### src/spq_pkg.sv
`timescale 1ns / 1ps
// ----------------------------------------------------------------------------
// spq_pkg
// Shared types and codes for the sorted priority queue.
// ----------------------------------------------------------------------------
package spq_pkg;

  localparam int PRIO_BITS = 4;
  localparam int IO_TAG_BITS = 16;
  localparam int OCC_BITS = 4;

  localparam logic KIND_INSERT = 1'b0;
  localparam logic KIND_REMOVE = 1'b1;

  typedef struct packed {
    logic                   kind;
    logic                   has_priority;
    logic [PRIO_BITS-1:0]   priority_req;
    logic [IO_TAG_BITS-1:0] tag;
  } in_item_t;

  typedef struct packed {
    logic                   accepted;
    logic                   dropped;
    logic [PRIO_BITS-1:0]   removed_priority;
    logic [IO_TAG_BITS-1:0] removed_tag;
    logic                   top_valid;
    logic [PRIO_BITS-1:0]   top_priority;
    logic [IO_TAG_BITS-1:0] top_tag;
    logic [OCC_BITS-1:0]    occupancy;
  } out_item_t;

  // operation broadcast to every cell of the chain
  typedef struct packed {
    logic do_insert;
    logic do_remove;
  } cell_ctrl_t;

endpackage

### src/spq_cell.sv
`timescale 1ns / 1ps
// ----------------------------------------------------------------------------
// spq_cell
// One slot of the sorted chain: compares the new entry with its own and
// takes the new entry, its upper neighbor, its lower neighbor or holds.
// ----------------------------------------------------------------------------
module spq_cell #(
  parameter int TAG_BITS = 16
) (
  input  logic                             clk,
  input  logic                             rst_n,
  input  spq_pkg::cell_ctrl_t              ctrl,
  input  logic [spq_pkg::PRIO_BITS-1:0]    new_prio,
  input  logic [TAG_BITS-1:0]              new_tag,
  // upper neighbor (toward the top)
  input  logic                             up_gt,
  input  logic                             up_valid,
  input  logic [spq_pkg::PRIO_BITS-1:0]    up_prio,
  input  logic [TAG_BITS-1:0]              up_tag,
  // lower neighbor (toward the tail)
  input  logic                             dn_valid,
  input  logic [spq_pkg::PRIO_BITS-1:0]    dn_prio,
  input  logic [TAG_BITS-1:0]              dn_tag,
  output logic                             gt,
  output logic                             valid,
  output logic [spq_pkg::PRIO_BITS-1:0]    prio,
  output logic [TAG_BITS-1:0]              tag
);

  logic                          valid_r, valid_nxt;
  logic [spq_pkg::PRIO_BITS-1:0] prio_r, prio_nxt;
  logic [TAG_BITS-1:0]           tag_r, tag_nxt;

  // new entry goes ahead of an empty slot or a strictly smaller entry
  assign gt = !valid_r || ({new_prio, new_tag} > {prio_r, tag_r});

  always_comb begin
    valid_nxt = valid_r;
    prio_nxt  = prio_r;
    tag_nxt   = tag_r;
    if (ctrl.do_remove) begin
      valid_nxt = dn_valid;
      prio_nxt  = dn_prio;
      tag_nxt   = dn_tag;
    end else if (ctrl.do_insert && gt) begin
      if (up_gt) begin
        valid_nxt = up_valid;
        prio_nxt  = up_prio;
        tag_nxt   = up_tag;
      end else begin
        valid_nxt = 1'b1;
        prio_nxt  = new_prio;
        tag_nxt   = new_tag;
      end
    end
  end

  always_ff @(posedge clk) begin
    if (!rst_n) begin
      valid_r <= 1'b0;
    end else begin
      valid_r <= valid_nxt;
    end
  end

  always_ff @(posedge clk) begin
    prio_r <= prio_nxt;
    tag_r  <= tag_nxt;
  end

  assign valid = valid_r;
  assign prio  = prio_r;
  assign tag   = tag_r;

endmodule

### src/sorted_priority_queue.sv
`timescale 1ns / 1ps
// ----------------------------------------------------------------------------
// sorted_priority_queue
// Fixed-depth priority queue held sorted in a chain of compare-and-shift cells.
// ----------------------------------------------------------------------------
// One item (insert or remove) is taken per clock: every cell compares the new
// entry with its own in parallel and shifts by one slot, and the item's result
// appears in the output register on the next cycle.
// Input stalls only while a result is waiting and the output is stalled.
// Entries order by priority, then tag; equal entries leave in arrival order.
// Inserting into a full queue drops the smallest entry and flags it.
module sorted_priority_queue #(
  parameter int DEPTH    = 8,
  parameter int TAG_BITS = 16
) (
  input  logic               clk,
  input  logic               rst_n,
  input  logic               in_valid,
  output logic               in_stall,
  input  spq_pkg::in_item_t  in_item,
  output logic               out_valid,
  input  logic               out_stall,
  output spq_pkg::out_item_t out_item
);

  localparam int CNT_W = $clog2(DEPTH + 1);
  localparam int PW    = spq_pkg::PRIO_BITS;

  logic                in_accept;
  spq_pkg::cell_ctrl_t ctrl;
  logic [PW-1:0]       new_prio;
  logic [TAG_BITS-1:0] new_tag;

  logic                c_gt    [DEPTH];
  logic                c_valid [DEPTH];
  logic [PW-1:0]       c_prio  [DEPTH];
  logic [TAG_BITS-1:0] c_tag   [DEPTH];

  logic [CNT_W-1:0]    count_r, count_nxt;
  logic                out_valid_r, out_valid_nxt;
  spq_pkg::out_item_t  out_item_r, out_item_nxt;

  logic                top_valid_nxt;
  logic [PW-1:0]       top_prio_nxt;
  logic [TAG_BITS-1:0] top_tag_nxt;
  logic                full;

  assign in_stall  = out_valid_r && out_stall;
  assign in_accept = in_valid && !in_stall;
  assign new_prio  = in_item.priority_req;
  assign new_tag   = TAG_BITS'(in_item.tag);
  assign full      = c_valid[DEPTH-1];

  assign ctrl.do_insert = in_accept && (in_item.kind == spq_pkg::KIND_INSERT)
                          && in_item.has_priority;
  assign ctrl.do_remove = in_accept && (in_item.kind == spq_pkg::KIND_REMOVE)
                          && c_valid[0];

  for (genvar i = 0; i < DEPTH; i++) begin : g_cell
    logic                up_gt_w, up_valid_w, dn_valid_w;
    logic [PW-1:0]       up_prio_w, dn_prio_w;
    logic [TAG_BITS-1:0] up_tag_w, dn_tag_w;

    if (i == 0) begin : g_head
      assign up_gt_w    = 1'b0;
      assign up_valid_w = 1'b0;
      assign up_prio_w  = '0;
      assign up_tag_w   = '0;
    end else begin : g_mid
      assign up_gt_w    = c_gt[i-1];
      assign up_valid_w = c_valid[i-1];
      assign up_prio_w  = c_prio[i-1];
      assign up_tag_w   = c_tag[i-1];
    end

    if (i == DEPTH - 1) begin : g_tail
      assign dn_valid_w = 1'b0;
      assign dn_prio_w  = '0;
      assign dn_tag_w   = '0;
    end else begin : g_body
      assign dn_valid_w = c_valid[i+1];
      assign dn_prio_w  = c_prio[i+1];
      assign dn_tag_w   = c_tag[i+1];
    end

    spq_cell #(
      .TAG_BITS (TAG_BITS)
    ) u_cell (
      .clk      (clk),
      .rst_n    (rst_n),
      .ctrl     (ctrl),
      .new_prio (new_prio),
      .new_tag  (new_tag),
      .up_gt    (up_gt_w),
      .up_valid (up_valid_w),
      .up_prio  (up_prio_w),
      .up_tag   (up_tag_w),
      .dn_valid (dn_valid_w),
      .dn_prio  (dn_prio_w),
      .dn_tag   (dn_tag_w),
      .gt       (c_gt[i]),
      .valid    (c_valid[i]),
      .prio     (c_prio[i]),
      .tag      (c_tag[i])
    );
  end

  // head of the chain after this item
  always_comb begin
    top_valid_nxt = c_valid[0];
    top_prio_nxt  = c_prio[0];
    top_tag_nxt   = c_tag[0];
    if (ctrl.do_remove) begin
      top_valid_nxt = c_valid[1];
      top_prio_nxt  = c_prio[1];
      top_tag_nxt   = c_tag[1];
    end else if (ctrl.do_insert && c_gt[0]) begin
      top_valid_nxt = 1'b1;
      top_prio_nxt  = new_prio;
      top_tag_nxt   = new_tag;
    end
  end

  always_comb begin
    count_nxt = count_r;
    if (ctrl.do_insert && !full) begin
      count_nxt = count_r + CNT_W'(1);
    end else if (ctrl.do_remove) begin
      count_nxt = count_r - CNT_W'(1);
    end
  end

  always_comb begin
    out_item_nxt                  = out_item_r;
    out_valid_nxt                 = out_valid_r && out_stall;
    if (in_accept) begin
      out_valid_nxt                 = 1'b1;
      out_item_nxt.accepted         = ctrl.do_insert || ctrl.do_remove;
      out_item_nxt.dropped          = ctrl.do_insert && full;
      out_item_nxt.removed_priority = ctrl.do_remove ? c_prio[0] : '0;
      out_item_nxt.removed_tag      = ctrl.do_remove ?
                                      spq_pkg::IO_TAG_BITS'(c_tag[0]) : '0;
      out_item_nxt.top_valid        = top_valid_nxt;
      out_item_nxt.top_priority     = top_valid_nxt ? top_prio_nxt : '0;
      out_item_nxt.top_tag          = top_valid_nxt ?
                                      spq_pkg::IO_TAG_BITS'(top_tag_nxt) : '0;
      out_item_nxt.occupancy        = spq_pkg::OCC_BITS'(count_nxt);
    end
  end

  always_ff @(posedge clk) begin
    if (!rst_n) begin
      count_r     <= '0;
      out_valid_r <= 1'b0;
    end else begin
      count_r     <= count_nxt;
      out_valid_r <= out_valid_nxt;
    end
  end

  always_ff @(posedge clk) begin
    out_item_r <= out_item_nxt;
  end

  assign out_valid = out_valid_r;
  assign out_item  = out_item_r;

endmodule

### config.mk
export PLATFORM = sky130hd
export DESIGN_NAME = sorted_priority_queue
export DESIGN_NICKNAME = d
export VERILOG_FILES = /design/src/spq_pkg.sv /design/src/spq_cell.sv /design/src/sorted_priority_queue.sv
export SDC_FILE = /design/constraint.sdc
export NUM_CORES = 1
export LEC_CHECK = 0
export BUFFER_PORTS_ARGS = -buffer_cell sky130_fd_sc_hd__buf_2
export CAP_MARGIN = 5
export CORE_MARGIN = 8
export CORE_UTILIZATION = 50
export CTS_CLUSTER_SIZE = 40
export DETAILED_ROUTE_END_ITERATION = 6
export PLACE_DENSITY = 0.67
export SKIP_CTS_REPAIR_TIMING = 1
export SKIP_LAST_GASP = 1
export SYNTH_ARGS = -nofsm -noshare
export SYNTH_HDL_FRONTEND = slang
export SYNTH_HIERARCHICAL = 1
export SYNTH_SLANG_ARGS = --single-unit
### constraint.sdc
create_clock -name clk -period 5.36 [get_ports clk]
set_input_delay 1.072 -clock clk [delete_from_list [all_inputs] [get_ports clk]]
set_output_delay 1.072 -clock clk [all_outputs]
set_load 0.01 [all_outputs]
### Word level (Yosys, flattened, before mapping)

Cells that the tools add are included.

| storage, ports and cells | value |
|---|---|
| register bits | 220 |
| bits of input ports | 26 |
| output and inout port bits | 49 |
| word-level logic and storage cells | 153 |

| cells by class | value |
|---|---|
| $add $sub $neg | 2 |
| magnitude comparators | 8 |
| mux-type cells | 66 |
| bitwise gates (word level) | 2 |
| reductions and logical operators | 41 |

Operators by type and width:

| kind | number |
|---|---|
| $mux W16 | 21 |
| $gt A20 B20 Y1 | 8 |
| $mux W4 | 23 |
| $mux W1 | 22 |
| $logic_and A1 B1 Y1 | 16 |
| $reduce_bool A2 Y1 | 6 |
| $logic_not A1 Y1 | 9 |
| $logic_or A1 B1 Y1 | 9 |
| $add A4 B1 Y4 const B | 1 |
| $sub A4 B1 Y4 const B | 1 |
| $not A1 Y1 | 2 |
| $reduce_or A2 Y1 | 1 |

### Longest topological paths before layout

Gate-level depths: netlist of run 1.

| logic depth | value |
|---|---|
| depth after elaboration | 8 |
| depth in mapped cells | 11 |
| mapped depth without buffers | 10 |

### Hierarchy

Netlist of run 1, hierarchy kept.

By module, submodules not included:

| module | times used | cells each | area each (um2) | seq. area each (um2) |
|---|---|---|---|---|
| spq_cell | 8 | 167 | 1,584.0 | 620.6 |
| sorted_priority_queue | 1 | 209 | 2,650.0 | 1,511.4 |

### Worst setup path after synthesis of run 1

OpenSTA, ideal clock, no wires.

| path | value |
|---|---|
| path kind | input to register |
| start point | input port in_item[18] in the netlist's numbering |
| end point | register out_item_r (netlist bit out_item[21]) (data pin) |
| setup time | 158 ps |
| data arrival time | 2,933 ps |
| data required time | 5,202 ps |
| slack | 2,269 ps |
| stages | 10 |
| path through | ha_1 nand4_2 nor4_2 a21boi_1 nand3b_1 and2_2 and4_4 buf_12 a21oi_2 a211oi_2 |

RTL lines:

| element | line | RTL |
|---|---|---|
| start: declaration | sorted_priority_queue.sv:20 | `input spq_pkg::in_item_t in_item,` |
| end signal: assignment | sorted_priority_queue.sv:162 | `out_item_r <= out_item_nxt;` |
| end: declaration | sorted_priority_queue.sv:41 | `spq_pkg::out_item_t out_item_r, out_item_nxt;` |

==> flow_summary.yaml, run 1 <==
floorplanning:
  die_w_um: 191
  row_count: 64
  die_h_um: 191
  die-area_sq_um: 36500
  core-area_sq_um: 30300
  start_util_pct: 50.5
  io_pins: 75
cells_and_area:
  final-seq-area_sq_um: 6480
  utilization_pct: 56.4
  n_antenna_cell: 0
  syn2layout_area_growth_pct: 11.8
  fillerInstances: 2679
  multi_input_area_sq_um: 8010
  nNetsFinal: 1842
  drive_gt1_share_pct: 12.6
setup_path:
  worstPathRequired_ns: 5.71
  cp_slowest_stage_delay_ns: 0.66
  crit_chain: "buf_2 -> ha_1 -> nand4_2 -> nor4_2 -> a21boi_1 -> nand3b_1 -> and2_2 -> and4_4 -> nor2_2 -> buf_4 -> a211oi_2"
  critical_path_buf_inv_count: 2
  crit_family: "simple AND/OR/NAND/NOR gates"
  arrival_ns: 4.47
  cp_max_fo: 23
  cpMaxStageDelayCell: "and4_4"
  critPathCaptureType: "register"
  start_kind: "input port"
  crit_type: "in2reg"
power_and_ir_drop:
  p_leak_nw: 7.84
  vdd_drop_max_mv: 0.232
  power_density_nw_per_um2: 284
global_route:
  grt_antenna_before_repair: 0
  grt_pass1_vias: 11300
  grt_overflow: 0
  gr-usage-all-layers_pct: 21.1
  grt_max_degree: 81
  grt_pass1_wl_mm: 61.8
cts:
  cts_root_buf: "clkbuf_16"
  cts_sinks: 220
  cts_made_buffers: 27
  cts_htree_levels: 1
  path_clk_slew_ns: 0.06
  clockBufferDepth: 3
  clock_latency_ns: 0.54
  cts_tree: "yes"
synthesis:
  avgSynthCellArea_sq_um: 9.92
  syn_area_sq_um: 15300
  yosysWarnings: 6
  postSynthCellCount: 1544
placement:
  io_buffers: 74
  post-dp-hpwl_mm: 29.2
  place.gp.congestion: 0.874
timing:
  worst_slew_margin_rel_pct: 26.8
  final_max_slew_viol_count: 0
  timing.hold.ws_ns: 0.491
  setup_tns_ns: 0
  timing.final.crit_share_pct: 76.7
  worstMarginPinSlew_ns: 1.10
  rsz0062_at_grt: "false"
  finalCriticalPeriod_ns: 4.11
  final_hold_viol_count: 0
  setup_viol: 0
  finalClockSkew_ns: 0.0236
  fmax_mhz: 243
outcome:
  status: "completed"
drt:
  ant_nets: 0
  wl_per_cell_um: 19.0
  vias_per_cell: 5.67
  wl_mm: 39.3
  drt_iter0_markers: 1218
  routed-wl-met2_mm: 17.5
  drc: 0
  dr.pass1.iters: 7
  wl_met3_mm: 2.49
  route.top_layer_used: "met4"
  wl_met1_mm: 18.3
  dr_total_vias: 11700
hold_path:
  hp-class: "reg2reg"
run:
  drv_cap: 0
## sequential cells by signal, summed over array words and instances, names as in the netlist
name                 cells
g_cell.u_cell/tag      128
out_item                47
count_r                  4
g_cell.u_cell/prio      32
out_valid                1
g_cell.u_cell/valid      8
## per-layer routing
metal / vias up / global-route usage (%)
li1: 5750 / -
met1: 5521 / 30.2
met2: 378 / 32.7
met3: 61 / 2.75
met4: 0 / 6.41
met5: - / 0
## cell type report
class	count	area share [%]
Multi-Input combinational cell	1124	46.8
Sequential cell	220	37.8
Clock inverter	12	0.841
Clock buffer	34	4.22
Timing Repair Buffer	99	3.41
Tap cell	396	2.89
Inverter	182	4.04
## worst paths after layout
kind                                          startpoint            to  slack (ns)  cells past startpoint
worst min register to register                count_r[3]    count_r[3]        0.49                      2
worst max-delay path                         in_item[18]  out_item[21]        1.25                     11
worst max register to register  g_cell[0].u_cell/tag[13]  out_item[21]        1.44                     11
worst min-delay path                          count_r[3]    count_r[3]        0.49                      2
## cell usage in the layout (no fill, tap or decap), types with 5 or more instances in the layout
cell type / instances
a211oi_2: 20
a21boi_1: 8
a21oi_1: 93
a21oi_2: 20
a222oi_1: 8
a31o_1: 8
a41oi_1: 8
and2_1: 21
and2_2: 8
and3_1: 10
buf_2: 74
buf_4: 23
clkbuf_1: 5
clkbuf_16: 27
conb_1: 45
dfxtp_1: 13
edfxtp_1: 207
ha_1: 162
inv_1: 181
mux2i_1: 162
nand2_1: 223
nand2b_1: 10
nand3_1: 9
nand3b_1: 8
nand4_1: 33
nand4_2: 10
nor2_1: 11
nor2b_1: 8
nor3_1: 9
nor4_2: 8
o211ai_1: 8
o21ai_0: 192
o22ai_1: 8
## worst min-delay path, delay by kind of cell, from the launching register on
family,cells,cell delay (ns)
multiplexers,1,0.05
flip-flops,1,0.33
AND/OR/NAND/NOR,1,0.06
## per-stage QoR
step	std cells	setup slack, ns	instance area [sq um]	power [mW]
after floorplan	1588	2.27	15500	2.77
after global placement	2021	0.866	16300	3.03
after detailed placement	2021	0.736	16300	3.06
after CTS	2067	1.30	17100	4.89
after global routing	2067	1.00	17100	5.08
final	2067	1.25	17100	4.86
## power breakdown
group	internal [mW]	switching, mW	leakage [nW]
registers	2.05	0.110	2.05
logic	0.338	0.536	5.37
clock network	1.09	0.730	0.415
No activity file was read; power rests on OpenSTA's default activity.
==> inputs of run 2 (changes only) <==
--- a/config.mk
+++ b/config.mk
@@ -11,7 +11,7 @@
 export CORE_UTILIZATION = 50
 export CTS_CLUSTER_SIZE = 40
 export DETAILED_ROUTE_END_ITERATION = 6
-export PLACE_DENSITY = 0.67
+export PLACE_DENSITY = 0.7
 export SKIP_CTS_REPAIR_TIMING = 1
 export SKIP_LAST_GASP = 1
 export SYNTH_ARGS = -nofsm -noshare
==> constraint.sdc (replaced) <==
create_clock -name clk -period 3.55 [get_ports clk]
set_input_delay 0.71 -clock clk [delete_from_list [all_inputs] [get_ports clk]]
set_output_delay 0.71 -clock clk [all_outputs]
set_load 0.01 [all_outputs]
==> run 2 against run 1 <==
Against the previous run:
- combinational power increased by 59%
- sequential share of layout area decreased by 0.80 points
- via count increased by 1.4%
- power increased by 54%
- core utilization increased by 1.2 points
- non-clock buffer count increased by 33
- hold slack got worse by 0.044 ns
- final cell count increased by 1.7%
- critical path depth unchanged
- first-iteration DRC count decreased by 31%
- clock skew decreased by 0.0095 ns
- clock power increased by 55%
==> flow_summary.yaml, run 2 (synthesized netlist as in run 1, its figures left out) <==
outcome:
  status: "completed"
hold_path:
  min_path_cells: 2
  worstHoldEndpoint: "out_valid"
  hp-start: "in_valid"
  hp-class: "in2reg"
cts:
  clockBufferDepth: 3
  cts_sinks: 220
  cts_made_buffers: 26
  cts_htree_levels: 1
  clock_latency_ns: 0.54
  cts_tree: "yes"
  path_clk_slew_ns: 0.06
  cts_root_buf: "clkbuf_16"
cells_and_area:
  syn2layout_area_growth_pct: 14.2
  drive_gt1_share_pct: 14.4
  layout_commonest_cell: "nand2_1"
  n_antenna_cell: 0
  layout_common_cells: "223 x nand2_1, 207 x edfxtp_1, 192 x o21ai_0"
  fillerInstances: 2610
  final_cell_area_sq_um: 17500
  nNetsFinal: 1874
  largest_register_ffs: 128
  utilization_pct: 57.6
global_route:
  grt_max_degree: 170
  grt_pass1_wl_mm: 61.4
  grt_pass1_vias: 11600
  grt_overflow: 0
  gr-usage-all-layers_pct: 20.6
  grt_antenna_before_repair: 0
setup_path:
  r2r-start: "g_cell[0].u_cell/tag[15]"
  regToRegEndpoint: "out_item[15]"
  cp_max_fo: 21
  rrSetupSlack_ns: 0.53
  arrival_ns: 3.27
  r2r_cells: 11
  worstPathRequired_ns: 3.79
  critPathCaptureType: "register"
  crit_type: "in2reg"
  start_kind: "input port"
timing:
  setup_ws_ns: 0.522
  final_max_slew_viol_count: 0
  final_hold_viol_count: 0
  timing.final.crit_share_pct: 85.3
  worst_slew_margin_rel_pct: 33.3
  fmax_mhz: 330
  setup_tns_ns: 0
  finalClockSkew_ns: 0.0141
  rsz0062_at_grt: "false"
  setup_viol: 0
  worstMarginPinSlew_ns: 1.00
  finalCriticalPeriod_ns: 3.03
placement:
  post-dp-hpwl_mm: 28.3
  io_buffers: 74
  dp_slack_ns: 0.00890
  place.gp.congestion: 0.849
  placed_cell_area_sq_um: 16600
power_and_ir_drop:
  p_leak_nw: 8.04
  vdd_drop_max_mv: 0.320
  power_density_nw_per_um2: 427
drt:
  drc: 0
  route.top_layer_used: "met4"
  wl_per_cell_um: 18.3
  wl_met1_mm: 17.4
  wl_mm: 38.4
  drt_iter0_markers: 843
  wl_met3_mm: 2.43
  dr.pass1.iters: 7
  dr_total_vias: 11900
  ant_nets: 0
  routed-wl-met2_mm: 17.6
  vias_per_cell: 5.65
run:
  drv_cap: 0
floorplanning:
  die_h_um: 191
  start_util_pct: 50.5
  die-area_sq_um: 36500
  core-area_sq_um: 30300
  io_pins: 75
  row_count: 64
  die_w_um: 191
==> run 2: cell count changes in the layout (fill, tap and decap cells not counted), sizes merged <==
cell / before / now
clkbuf: 34 / 35
buf: 99 / 132
inv: 183 / 182
bufinv: 3 / 4
clkinvlp: 3 / 4
==> run 2: worst max-delay path by stage <==
| stage | start | endpoint | slack, ns | depth (start not counted) |
|---|---|---|---|---|
| global placement | in_item[11] | g_cell[6].u_cell/tag[11] | 0.06 | 7 |
| global route | g_cell[0].u_cell/tag[15] | g_cell[1].u_cell/tag[2] | 0.39 | 10 |
| floorplan | in_item[18] | out_item[21] | 0.82 | 10 |
| CTS | g_cell[6].u_cell/tag[10] | g_cell[6].u_cell/tag[5] | 0.54 | 7 |
| finish | in_item[9] | g_cell[2].u_cell/prio[0] | 0.52 | 11 |
| detailed placement | in_item[11] | g_cell[6].u_cell/tag[11] | 0.009 | 7 |
==> run 2: final cells by class <==
cell class                 instances  area (sq um)  area share, %
clock inverter                    13           174          0.995
clock buffer                      35           726           4.15
timing repair buffer             132           918           5.25
multi-input combinational       1124          8010           45.8
tap                              396           495           2.83
inverter                         182           691           3.95
sequential                       220          6480           37.0
==> run 2: critical path, stage by stage <==
cell      delay, ns
buf_2          0.27
buf_4          0.22
ha_1           0.25
a21oi_1        0.17
o21ai_0        0.16
a222oi_1       0.52
nand3b_1       0.21
and2_2         0.24
buf_12         0.17
mux2i_1        0.20
o21ai_0        0.12
==> run 2: where the power goes <==
group          switching [mW]  internal, mW
logic                   0.828         0.562
registers               0.150          3.10
clock network            1.11          1.72
total                    2.09          5.39
==> run 2: metrics by stage <==
stage	power [mW]	hold WS (ns)	instances
final	7.47	0.447	2102
after global routing	7.79	0.447	2102
after global placement	4.61	0.463	2054
after detailed placement	4.68	0.489	2054
after floorplan	4.18	0.454	1588
after CTS	7.52	0.420	2102
==> run 2: layer usage <==
metal  vias up  global-route usage (%)
met5         -                       0
met1      5656                    28.1
met3        62                    2.92
li1       5811                       -
met4         0                    6.00
met2       342                    33.6
==> inputs of run 3 (changes only) <==
--- a/config.mk
+++ b/config.mk
@@ -9,6 +9,7 @@
 export CAP_MARGIN = 5
 export CORE_MARGIN = 8
 export CORE_UTILIZATION = 50
+export CTS_BUF_LIST = sky130_fd_sc_hd__clkbuf_4 sky130_fd_sc_hd__clkbuf_8
 export CTS_CLUSTER_SIZE = 40
 export DETAILED_ROUTE_END_ITERATION = 6
 export PLACE_DENSITY = 0.7
==> run 3 against run 2 <==
Against the previous run:
- global-route usage grew 0.065 points
- sequential share of layout area rose by 0.37 points
- clock power decreased by 20%
- flip-flop and latch count unchanged
- wire length fell by 0.37%
- power fell by 7.6%
- combinational power is essentially flat
==> flow_summary.yaml, run 3 (synthesized netlist as in run 1, its figures left out) <==
drt:
  vias_per_cell: 5.62
  ant_nets: 0
  dr.pass1.iters: 5
  wl_per_cell_um: 18.0
  wl_mm: 38.3
  drc: 0
  dr_total_vias: 11900
  drt_iter0_markers: 897
timing:
  worstMarginPinSlew_ns: 0.992
  setup_tns_ns: 0
  finalClockSkew_ns: 0.0193
  final_max_slew_viol_count: 0
  finalCriticalPeriod_ns: 3.03
  timing.final.crit_share_pct: 85.4
  worst_slew_margin_rel_pct: 33.9
  setup_viol: 0
  fmax_mhz: 330
  timing.hold.ws_ns: 0.446
  final_hold_viol_count: 0
  rsz0062_at_grt: "false"
  setup_ws_ns: 0.518
setup_path:
  critPathCaptureType: "register"
  cp_max_fo: 16
  arrival_ns: 3.38
  startpoint: "g_cell[0].u_cell/tag[15]"
  r2r-start: "g_cell[0].u_cell/tag[15]"
  crit_type: "reg2reg"
  start_kind: "register"
  worstPathRequired_ns: 3.90
cells_and_area:
  syn2layout_area_growth_pct: 13.1
  fillerInstances: 2656
  layout_commonest_cell: "nand2_1"
  drive_gt1_share_pct: 15.2
  multi_input_area_sq_um: 8010
  nNetsFinal: 1889
  n_antenna_cell: 0
  largest_register_ffs: 128
  utilization_pct: 57.0
  fin_cells: 2124
  layout_common_cells: "223 x nand2_1, 207 x edfxtp_1, 192 x o21ai_0"
  final-seq-area_sq_um: 6480
cts:
  cts_tree: "yes"
  path_clk_slew_ns: 0.06
  cts_root_buf: "clkbuf_8"
  cts_sinks: 220
  clockBufferDepth: 3
  clock_latency_ns: 0.54
  cts_htree_levels: 2
  cts_made_buffers: 41
placement:
  dp_slack_ns: 0.00890
  post-dp-hpwl_mm: 28.3
  placed_cells: 2054
  io_buffers: 74
  place.gp.congestion: 0.849
floorplanning:
  die_h_um: 191
  die-area_sq_um: 36500
  core-area_sq_um: 30300
  start_util_pct: 50.5
  die_w_um: 191
  row_count: 64
  io_pins: 75
power_and_ir_drop:
  power_density_nw_per_um2: 399
  p_leak_nw: 8.01
  vdd_drop_max_mv: 0.212
run:
  drv_cap: 0
global_route:
  grt_antenna_before_repair: 0
  gr-usage-all-layers_pct: 20.7
  grt_pass1_vias: 11700
  grt_pass1_wl_mm: 61.4
  grt_overflow: 0
  grt_max_degree: 170
hold_path:
  hp-start: "in_valid"
  hp-class: "in2reg"
outcome:
  status: "completed"
## run 3: changes by cell type in the layout (fill, tap and decap cells not counted), moves of 4 or more
cell,before,now
clkbuf_8,2,41
clkbuf_16,27,0
clkbuf_4,0,13
clkinv_1,1,11
clkbuf_1,6,0
bufinv_16,4,0
clkinvlp_4,4,0
## run 3: worst paths after layout
| path | to | slack (ns) | cells past startpoint |
|---|---|---|---|
| min | out_valid | 0.45 | 2 |
| max reg2reg | out_item[15] | 0.52 | 11 |
| min reg2reg | count_r[3] | 0.50 | 2 |
| max | out_item[15] | 0.52 | 11 |
## run 3: through the flow
| step | power [mW] | cell area [sq um] |
|---|---|---|
| global route | 7.26 | 17300 |
| detailed placement | 4.68 | 16600 |
| finish | 6.91 | 17300 |
| CTS | 6.96 | 17300 |
| global placement | 4.61 | 16600 |
| floorplan | 4.18 | 15500 |
## run 3: routing by layer
metal	up-vias	GRT usage, %	share of wire, %
li1	5843	-	-
met1	5668	28.1	46
met2	367	33.5	46
met3	69	3.17	6.1
met4	0	6.32	2.2
met5	-	0	0
## run 3: cell type report
| class | count | share of cell area [%] |
|---|---|---|
| inverters | 182 | 3.99 |
| clock inverters | 16 | 0.383 |
| clock buffers | 54 | 3.82 |
| well taps | 396 | 2.86 |
| flip-flops and latches | 220 | 37.4 |
| multi-input cells | 1124 | 46.2 |
| repair buffers | 132 | 5.30 |
## run 3: critical path, cell delays in order (launching register included)
cell      delay [ns]
edfxtp_1        0.44
inv_1           0.07
ha_1            0.32
nand4_1         0.25
nor4_2          0.40
a21boi_1        0.18
nand3b_1        0.15
and2_2          0.19
and4_4          0.31
buf_12          0.19
a21oi_2         0.08
a211oi_2        0.26
## run 3: report_power, final
part	internal [mW]	switching [mW]	leakage, nW
sequential	3.10	0.149	2.05
combinational	0.562	0.826	5.56
clock	1.20	1.07	0.391
total	4.87	2.04	8.01
